[src/hw/rtl/srrip_pkg.sv]
`default_nettype none
package srrip_pkg;
    localparam int NUM_SETS          = 2048;
    localparam int NUM_WAYS          = 16;
    localparam int RRPV_WIDTH        = 2;
    localparam int COUNTER_WIDTH     = 3;
    localparam int PREDICTOR_ENTRIES = 8192;
    localparam int SET_W  = $clog2(NUM_SETS);
    localparam int WAY_W  = $clog2(NUM_WAYS);
    localparam int PRED_W = $clog2(PREDICTOR_ENTRIES);
    localparam int SIG_W  = 13;
    localparam int SET_IN_W = 11;
    localparam int WAY_IN_W = 4;
    localparam int LINE_W = RRPV_WIDTH + 1 + SIG_W;
    localparam int ROW_W  = NUM_WAYS * LINE_W;
    localparam logic [RRPV_WIDTH-1:0] RRPV_TOP = '1;
    localparam logic [COUNTER_WIDTH-1:0] CTR_TOP = '1;
    localparam logic [COUNTER_WIDTH-1:0] CTR_MID = CTR_TOP >> 1;
    localparam logic [2:0] THRESH_RESET = 3'd3;

    typedef enum logic [2:0] {
        ST_CLEAR, ST_IDLE, ST_READ, ST_PRED, ST_WRITE, ST_OUT
    } t_state;

    typedef struct packed {
        logic [RRPV_WIDTH-1:0] rrpv;
        logic                  reused;
        logic [SIG_W-1:0]      sig;
    } t_line;
endpackage
`default_nettype wire

[src/hw/rtl/srrip_age.sv]
`default_nettype none
module srrip_age (
    input  wire logic [srrip_pkg::ROW_W-1:0] i_row,
    output logic      [srrip_pkg::ROW_W-1:0] o_row,
    output logic      [srrip_pkg::WAY_W-1:0] o_victim
);
    import srrip_pkg::*;
    t_line                 v_ln;
    t_line                 v_out;
    logic [RRPV_WIDTH-1:0] v_top;
    logic [RRPV_WIDTH-1:0] v_lift;
    logic                  v_found;

    always_comb begin
        v_top = '0;
        for (int w = 0; w < NUM_WAYS; w++) begin
            v_ln = i_row[w*LINE_W +: LINE_W];
            if (v_ln.rrpv > v_top) begin
                v_top = v_ln.rrpv;
            end
        end
        v_lift   = RRPV_TOP - v_top;
        o_victim = '0;
        v_found  = 1'b0;
        o_row    = i_row;
        for (int w = 0; w < NUM_WAYS; w++) begin
            v_out      = i_row[w*LINE_W +: LINE_W];
            v_out.rrpv = v_out.rrpv + v_lift;
            o_row[w*LINE_W +: LINE_W] = v_out;
            if (!v_found && v_out.rrpv == RRPV_TOP) begin
                v_found  = 1'b1;
                o_victim = WAY_W'(w);
            end
        end
    end
endmodule
`default_nettype wire

[config.mk]
export PLATFORM = sky130hd
export DESIGN_NAME = srrip_age
export DESIGN_NICKNAME = d
export VERILOG_FILES = /design/src/hw/rtl/srrip_pkg.sv /design/src/hw/rtl/srrip_age.sv
export SDC_FILE = /design/constraint.sdc
export NUM_CORES = 1
export LEC_CHECK = 0
export BUFFER_PORTS_ARGS = -buffer_cell sky130_fd_sc_hd__clkbuf_2
export CELL_PAD_IN_SITES_DETAIL_PLACEMENT = 1
export CELL_PAD_IN_SITES_GLOBAL_PLACEMENT = 1
export CORE_AREA = 8 8 196 198
export DETAILED_ROUTE_END_ITERATION = 12
export DIE_AREA = 0 0 204 206
export PLACE_DENSITY = 0.52
export SYNTH_ARGS = -nofsm -noshare
export SYNTH_HDL_FRONTEND = slang
export SYNTH_SLANG_ARGS = --single-unit
export TNS_END_PERCENT = 5
[constraint.sdc]
create_clock -name vclk -period 29.5
set_input_delay 2.95 -clock vclk [all_inputs]
set_output_delay 2.95 -clock vclk [all_outputs]
set_load 0.005 [all_outputs]
==> out/qor.yml, run 1 <==
pwr:
  p_sw_share_pct: 59.6
  pwr_density_cell_nw_per_um2: 48.4
  power.combinational.fraction_pct: 100.0
  p_leak_uw: 0.00154
  worst_ir_drop_vdd_v: 0.0000179
  design_power_total_uw: 165
  pwr-share-clk_pct: 0
  pwr-share-seq_pct: 0
  internal-power_uw: 66.8
  net-switching-power_uw: 98.4
run_status:
  status: "completed"
yosys:
  synth_top_cell_by_area: "buf_4"
  synth.area.top_cells: "buf_4, ha_1, xnor2_1"
  library_cell_with_the_highest_instance_count_after_synthesis: "buf_4"
  ys.warnings.count: 0
  syn_nets: 873
  post_synthesis_average_cell_area_um2: 7.39
  seq_area_frac_synth_pct: 0
  post_synth_num_cell_types: 63
  post_synth_most_frequent_cells: "buf_4, inv_1, ha_1, xnor2_1, nand2_1"
  synth_largest_type_area_fraction_pct: 39.9
  synthCells: 571
  netlist_area_um2: 4220
clocking:
  cts_setup_buffers: 0
  post_cts_repair_resize_count: 0
  hold_bufs_inserted_after_cts: 0
sta:
  slew_headroom_pct: 61.1
  report.final.slew_viol_count: 0
  hold_ws_ns: 5.90
  final-setup-viol-count: 0
  unrepaired_setup_endpoints_after_global_routing: "false"
  tightestPinTransition_ns: 0.579
  fmaxAchievable_ghz: 0.0470
  layout_min_cycle_time_ns: 21.29
  finalHoldViolCount: 0
  setup-tns-final_ns: 0
  post-route-period-util_pct: 72.2
setup_path:
  worstPathMaxFanout: 36
  timing.critical_path.slowest_stage_cell: "buf_4"
  worstPathArrival_ns: 18.34
  cp-end-kind: "primary output"
  cell_mode_on_critical_path: "ha_1"
  path_class: "in2out"
  timing.critical_path.from_type: "input port"
  cp_slowest_stage_delay_ns: 0.49
  cp.required_ns: 26.55
grt:
  number_of_antenna_violations_at_the_first_check_in_global_routing: 4
  first_pass_grt_wire_length_um: 20800
  grt_util_all_layers_pct: 6.60
  first_global_vias: 3097
  grt_max_degree: 37
  gr-total-overflow: 0
detailed_routing:
  drt_first_pass_iters: 4
  route.final.wire_length_um: 14700
  post_drt_via_cell_ratio: 3.32
  dr.first_iter.drc_count: 82
  num_vias: 2889
  drt-wirelength-per-cell_um: 16.9
  detail_route.drc_violations: 0
  ant_nets: 0
floorplanning:
  floorplan.die_area_um2: 42000
  die_h_um: 206
  die_width_um: 204
  rows: 69
  floorplan.initialDensity_pct: 12.0
  core_um2: 35200
  number_of_top_level_pins: 516
final_layout:
  antenna_cells: 0
  seq_area_um2: 0
  layout.nets: 713
  final_layout_size_suffix_gt1_share_pct: 22.0
  clock_buffers: 0
  nFillCells: 4285
  multi_input_logic_area_um2: 2300
  syn2layout_area_growth_pct: -19.1
  sequential_cell_total: 0
min_path:
  timing.hold.worst.class: "in2out"
placed_design:
  io_buffers: 68
  rd_place_congestion: 0.732
  dp_hpwl_um: 13200
flow_run:
  cap_viol_max_count: 0
==> power by group through the flow <==
stage / registers, µW / clock network (µW) / logic, µW
2_1_floorplan: 0 / 0 / 132
3_3_place_gp: 0 / 0 / 172
3_5_place_dp: 0 / 0 / 173
4_1_cts: 0 / 0 / 174
5_1_grt: 0 / 0 / 188
6_report: 0 / 0 / 165
==> worst paths after layout <==
kind        from  slack [ns]  cells after the start           to
max    i_row[15]        8.21                     81  o_victim[2]
min   i_row[131]        5.90                      0   o_row[131]
==> cells by family (layout without fill, tap and decap cells) <==
family                   count (synthesis)  count (layout)  synth area share [%]
buffers and inverters                  280             118                  45.4
AND/OR/NAND/NOR                        100             100                  11.2
AO/OA/AOI/OAI                           76              76                  14.9
XOR/XNOR                                56              56                  11.6
adder cells (fa/ha/maj)                 46              46                  13.6
multiplexers                            13              13                  3.20
==> metrics by stage <==
step	cell area [µm²]	setup slack [ns]	std cells	utilization, %
after floorplan	4220	10.67	571	-
after global placement	3410	8.37	870	9.69
after detailed placement	3410	8.10	870	9.69
after CTS	3410	8.08	870	9.69
after global routing	3410	6.79	870	9.69
final	3410	8.21	870	9.69
==> layer usage <==
layer	GRT usage, %	up-vias	part of all wire (%)
met1	6.62	1268	36
li1	-	1320	-
met3	2.71	104	10
met4	4.27	6	6.8
met2	11.3	191	47
met5	0	-	0.24
==> critical path, delay by kind of cell <==
kind                     cells  cell delay, ns
AO/OA/AOI/OAI               28            6.06
adder cells (fa/ha/maj)     15            3.83
buffers and inverters       11            1.18
multiplexers                 5            1.61
AND/OR/NAND/NOR             22            2.68
==> area by class of cell <==
class                           instances  share of cell area [%]
Tap cell                              461                    16.9
Timing Repair Buffer                   70                    10.4
Inverter                               48                    5.28
Multi-Input combinational cell        291                    67.4
==> placed cells by master, fill, tap and decap left out, types with 3 or more instances in the layout <==
cell      netlist  layout
a21oi_1         6       6
and2_1          5       5
clkbuf_2        0      68
ha_1           46      46
inv_1          47      47
mux2_2          4       4
mux2i_1         9       9
nand2_1        37      37
nand2b_1       10      10
nand3_1        10      10
nor2_1         25      25
o21a_1          3       3
o21ai_0         8       8
o21bai_1        8       8
o221ai_1        4       4
o22ai_1        10      10
xnor2_1        38      38
xor2_1         18      18
(Power assumes the default switching activity.)
==> run 2: changes to the inputs <==
--- a/config.mk
+++ b/config.mk
@@ -5,13 +5,14 @@
 export SDC_FILE = /design/constraint.sdc
 export NUM_CORES = 1
 export LEC_CHECK = 0
+export ABC_AREA = 1
 export BUFFER_PORTS_ARGS = -buffer_cell sky130_fd_sc_hd__clkbuf_2
 export CELL_PAD_IN_SITES_DETAIL_PLACEMENT = 1
 export CELL_PAD_IN_SITES_GLOBAL_PLACEMENT = 1
-export CORE_AREA = 8 8 196 198
+export CORE_AREA = 8 8 194 196
 export DETAILED_ROUTE_END_ITERATION = 12
-export DIE_AREA = 0 0 204 206
-export PLACE_DENSITY = 0.52
+export DIE_AREA = 0 0 202 204
+export PLACE_DENSITY = 0.56
 export SYNTH_ARGS = -nofsm -noshare
 export SYNTH_HDL_FRONTEND = slang
 export SYNTH_SLANG_ARGS = --single-unit
==> constraint.sdc (replaced) <==
create_clock -name vclk -period 19.47
set_input_delay 1.947 -clock vclk [all_inputs]
set_output_delay 1.947 -clock vclk [all_outputs]
set_load 0.005 [all_outputs]
==> out/qor.yml, run 2 <==
setup_path:
  cp_slowest_stage_delay_ns: 0.31
  cp.buffers_inverters: 32
  worstPathArrival_ns: 15.51
  timing.critical_path.slowest_stage_cell: "ha_1"
  worstPathMaxFanout: 15
  timing.critical_path.from_type: "input port"
  worst_path_dominant_cell_family: "adder cells"
  cp-end-kind: "primary output"
  cp.required_ns: 17.52
  path_class: "in2out"
pwr:
  power.combinational.fraction_pct: 100.0
  net-switching-power_uw: 133
  pwr-share-clk_pct: 0
  worst_ir_drop_vdd_v: 0.0000157
  p_leak_uw: 0.00182
  design_power_total_uw: 204
  p_sw_share_pct: 65.5
  pwr-share-seq_pct: 0
  internal-power_uw: 70.3
  pwr_density_cell_nw_per_um2: 62.1
floorplanning:
  floorplan.initialDensity_pct: 11.6
  core_um2: 34800
  floorplan.die_area_um2: 41200
  rows: 69
  die_width_um: 202
  die_h_um: 204
  number_of_top_level_pins: 516
min_path:
  min_from: "i_row[10]"
  timing.hold.worst.class: "in2out"
  whs_path_depth: 0
  hold_path_end: "o_row[10]"
final_layout:
  syn2layout_area_growth_pct: -18.8
  layout.nets: 751
  nFillCells: 4257
  seq_area_um2: 0
  mostFrequentLayoutCell: "inv_1"
  final_layout_size_suffix_gt1_share_pct: 22.1
  layout.cells.most_common_list: "inv_1, nand2_1, clkbuf_2"
  sequential_cell_total: 0
  final-instance-count-excl-fill: 908
  clock_buffers: 0
  antenna_cells: 0
sta:
  post-route-period-util_pct: 89.6
  unrepaired_setup_endpoints_after_global_routing: "false"
  setup-tns-final_ns: 0
  layout_min_cycle_time_ns: 17.45
  fmaxAchievable_ghz: 0.0573
  tightestPinTransition_ns: 0.561
  report.final.slew_viol_count: 0
  finalHoldViolCount: 0
  final-setup-viol-count: 0
  slew_headroom_pct: 62.1
yosys:
  post_synth_num_cell_types: 31
  library_cell_with_the_highest_instance_count_after_synthesis: "buf_4"
  post_synth_most_frequent_cells: "buf_4, inv_1, nand2_1, ha_1, nand3_1"
  synthCells: 606
  seq_area_frac_synth_pct: 0
  synth_largest_type_area_fraction_pct: 41.6
  synth_top_cell_by_area: "buf_4"
  syn_nets: 908
  ys.warnings.count: 0
  netlist_area_um2: 4040
  post_synthesis_average_cell_area_um2: 6.67
  synth.area.top_cells: "buf_4, ha_1, inv_1"
grt:
  grt_util_all_layers_pct: 6.26
  grt-busiest-layer: "met2"
  number_of_antenna_violations_at_the_first_check_in_global_routing: 2
  first_pass_grt_wire_length_um: 19600
  grt.met1_usage_pct: 5.68
  first_global_vias: 3117
  gr-usage-met3_pct: 2.35
  gr-total-overflow: 0
  met2_usage_pct: 11.4
  grt_max_degree: 16
detailed_routing:
  detail_route.drc_violations: 0
  drt_first_pass_iters: 4
  post_drt_via_cell_ratio: 3.14
  num_vias: 2848
  dr.first_iter.drc_count: 64
  ant_nets: 0
  drt-wirelength-per-cell_um: 15.0
  route.final.wire_length_um: 13600
flow_run:
  cap_viol_max_count: 0
run_status:
  status: "completed"
placed_design:
  io_buffers: 68
  dp_hpwl_um: 12200
  place.detailed.instances: 908
  rd_place_congestion: 0.677
run 2: cell types whose count changed in the layout (fill, tap and decap cells not counted), moves of 23 or more:
cell	change
xnor2_1	-23
nand2_1	+56
nand3_1	+26
inv_1	+47
run 2: through the flow:
step / cell area, µm² / setup WS, ns / util (%) / hold slack, ns
3_5_place_dp: 3260 / 0.938 / 9.38 / 3.89
2_1_floorplan: 4040 / 3.64 / - / 3.97
4_1_cts: 3260 / 0.918 / 9.38 / 3.89
5_1_grt: 3280 / 0.100 / 9.43 / 3.89
6_report: 3280 / 2.02 / 9.43 / 3.89
3_3_place_gp: 3260 / 1.32 / 9.38 / 3.89
run 2: timing repair:
item	in CTS	in global routing
hold buffers	0	0
hold endpoints to repair	0	0
setup endpoints to repair	0	4
resized for setup	0	8
setup buffers	0	0
run 2: how the worst max path moves through the flow:
| stage | startpoint | endpoint | slack [ns] | cells past startpoint |
|---|---|---|---|---|
| 2_1_floorplan | i_row[31] | o_victim[3] | 3.64 | 101 |
| 3_3_place_gp | i_row[15] | o_victim[0] | 1.32 | 99 |
| 3_5_place_dp | i_row[31] | o_victim[0] | 0.94 | 99 |
| 4_1_cts | i_row[31] | o_victim[0] | 0.92 | 99 |
| 5_1_grt | i_row[15] | o_victim[0] | 0.10 | 102 |
| 6_report | i_row[31] | o_victim[0] | 2.02 | 102 |
run 2: cell type report:
| class | count | area (µm²) | share of cell area, % |
|---|---|---|---|
| inverter | 95 | 357 | 10.9 |
| multi-input combinational | 283 | 2000 | 61.0 |
| tap | 461 | 577 | 17.6 |
| timing repair buffer | 69 | 348 | 10.6 |
run 2: logic make-up after synthesis:
| group | synth area share [%] |
|---|---|
| buffers and inverters | 51.0 |
| and+or+nand+nor | 20.4 |
| AOI/OAI and AO/OA | 6.50 |
| adders and majority gates | 14.2 |
| xor gates and xnor gates | 7.83 |
run 2: power by group through the flow:
stage / logic, µW / clock network, µW / registers (µW)
after floorplan: 165 / 0 / 0
after global routing: 239 / 0 / 0
after detailed placement: 215 / 0 / 0
after global placement: 211 / 0 / 0
after CTS: 216 / 0 / 0
final: 204 / 0 / 0
run 2: per-layer routing:
layer  wire length (µm)  up-vias
li1                   -     1313
met1               4420     1234
met2               6710      181
met3               1390      116
met4               1090        4
met5                 23        -
==> run 3: changes to the inputs <==
--- a/config.mk
+++ b/config.mk
@@ -13,6 +13,8 @@
 export DETAILED_ROUTE_END_ITERATION = 12
 export DIE_AREA = 0 0 202 204
 export PLACE_DENSITY = 0.56
+export RECOVER_POWER = 25
+export SETUP_SLACK_MARGIN = 0.4
 export SYNTH_ARGS = -nofsm -noshare
 export SYNTH_HDL_FRONTEND = slang
 export SYNTH_SLANG_ARGS = --single-unit
==> out/qor.yml, run 3 (synthesized netlist as in run 2, its figures left out) <==
clocking:
  hold_bufs_inserted_after_cts: 0
grt:
  number_of_antenna_violations_at_the_first_check_in_global_routing: 2
  first_global_vias: 3117
  first_pass_grt_wire_length_um: 19600
  gr-total-overflow: 0
  grt_max_degree: 16
  grt_util_all_layers_pct: 6.26
final_layout:
  final_layout_size_suffix_gt1_share_pct: 22.4
  seq_area_um2: 0
  multi_input_logic_area_um2: 2000
  layout.cells.most_common_list: "inv_1, nand2_1, clkbuf_2"
  nFillCells: 4255
  layout.nets: 751
  sequential_cell_total: 0
  mostFrequentLayoutCell: "inv_1"
  syn2layout_area_growth_pct: -18.8
  clock_buffers: 0
  antenna_cells: 0
placed_design:
  io_buffers: 68
  placement.setup.worst_slack_ns: 0.938
  rd_place_congestion: 0.677
  dp_hpwl_um: 12200
sta:
  report.final.slew_viol_count: 0
  slew_headroom_pct: 62.1
  finalHoldViolCount: 0
  post-route-period-util_pct: 88.2
  final-setup-viol-count: 0
  tightestPinTransition_ns: 0.561
  layout_min_cycle_time_ns: 17.18
  fmaxAchievable_ghz: 0.0582
  unrepaired_setup_endpoints_after_global_routing: "false"
  finalWorstSetupSlack_ns: 2.29
  setup-tns-final_ns: 0
detailed_routing:
  route.met2.wl_um: 6710
  top_layer: "met5"
  route.final.wire_length_um: 13600
  met3_length_um: 1390
  num_vias: 2848
  ant_nets: 0
  drt_first_pass_iters: 4
  post_drt_via_cell_ratio: 3.14
  detail_route.drc_violations: 0
  wl_met1_um: 4420
  dr.first_iter.drc_count: 64
  drt-wirelength-per-cell_um: 15.0
min_path:
  timing.hold.worst.class: "in2out"
setup_path:
  cp.required_ns: 17.52
  cp-end-kind: "primary output"
  timing.critical_path.from_type: "input port"
  worstPathArrival_ns: 15.23
  worst_path_dominant_cell_family: "adder cells"
  cp.buffers_inverters: 31
  timing.critical_path.slowest_stage_cell: "ha_1"
  path_class: "in2out"
  worstPathMaxFanout: 12
  cp_slowest_stage_delay_ns: 0.31
flow_run:
  cap_viol_max_count: 0
pwr:
  pwr_density_cell_nw_per_um2: 62.1
  p_leak_uw: 0.00182
  worst_ir_drop_vdd_v: 0.0000157
  design_power_total_uw: 204
floorplanning:
  die_h_um: 204
  number_of_top_level_pins: 516
  core_um2: 34800
  floorplan.initialDensity_pct: 11.6
  die_width_um: 202
  floorplan.die_area_um2: 41200
  rows: 69
run_status:
  status: "completed"
-- run 3: changes by cell type in the layout (fill, tap and decap cells not counted) --
cell,before,now
o21ai_0,8,6
o21ai_1,5,7
nand2_1,93,92
nand2_2,1,2
-- run 3: cell type report --
type | instances | area share, %
timing repair buffer | 69 | 10.6
multi-input combinational | 283 | 61.0
inverter | 95 | 10.9
tap | 461 | 17.6
-- run 3: what timing repair did --
item,CTS,global route
endpoints found under the setup margin,0,4
gates resized for setup,0,11
setup buffers,0,0
-- run 3: report_power, final --
| group | switching [µW] | leakage, µW | internal (µW) |
|---|---|---|---|
| clock network | 0 | 0 | 0 |
| registers | 0 | 0 | 0 |
| logic | 134 | 0.00182 | 70.4 |
| total | 134 | 0.00182 | 70.4 |
-- run 3: worst paths after layout --
kind	startpoint	endpoint	slack, ns	cells past startpoint
worst max-delay path	i_row[31]	o_victim[0]	2.29	99
worst min-delay path	i_row[10]	o_row[10]	3.89	0
-- run 3: routing by layer --
| layer | global-route usage [%] | vias to the layer above |
|---|---|---|
| met3 | 2.35 | 116 |
| met2 | 11.4 | 181 |
| met1 | 5.68 | 1235 |
| met5 | 0 | - |
| li1 | - | 1312 |
| met4 | 4.57 | 4 |
-- run 3: per-stage QoR --
| stage | instances | area [µm²] | hold slack (ns) | utilization [%] |
|---|---|---|---|---|
| 2_1_floorplan | 606 | 4040 | 3.97 | - |
| 6_report | 908 | 3280 | 3.89 | 9.44 |
| 5_1_grt | 908 | 3280 | 3.89 | 9.44 |
| 4_1_cts | 908 | 3260 | 3.89 | 9.38 |
| 3_3_place_gp | 908 | 3260 | 3.89 | 9.38 |
| 3_5_place_dp | 908 | 3260 | 3.89 | 9.38 |
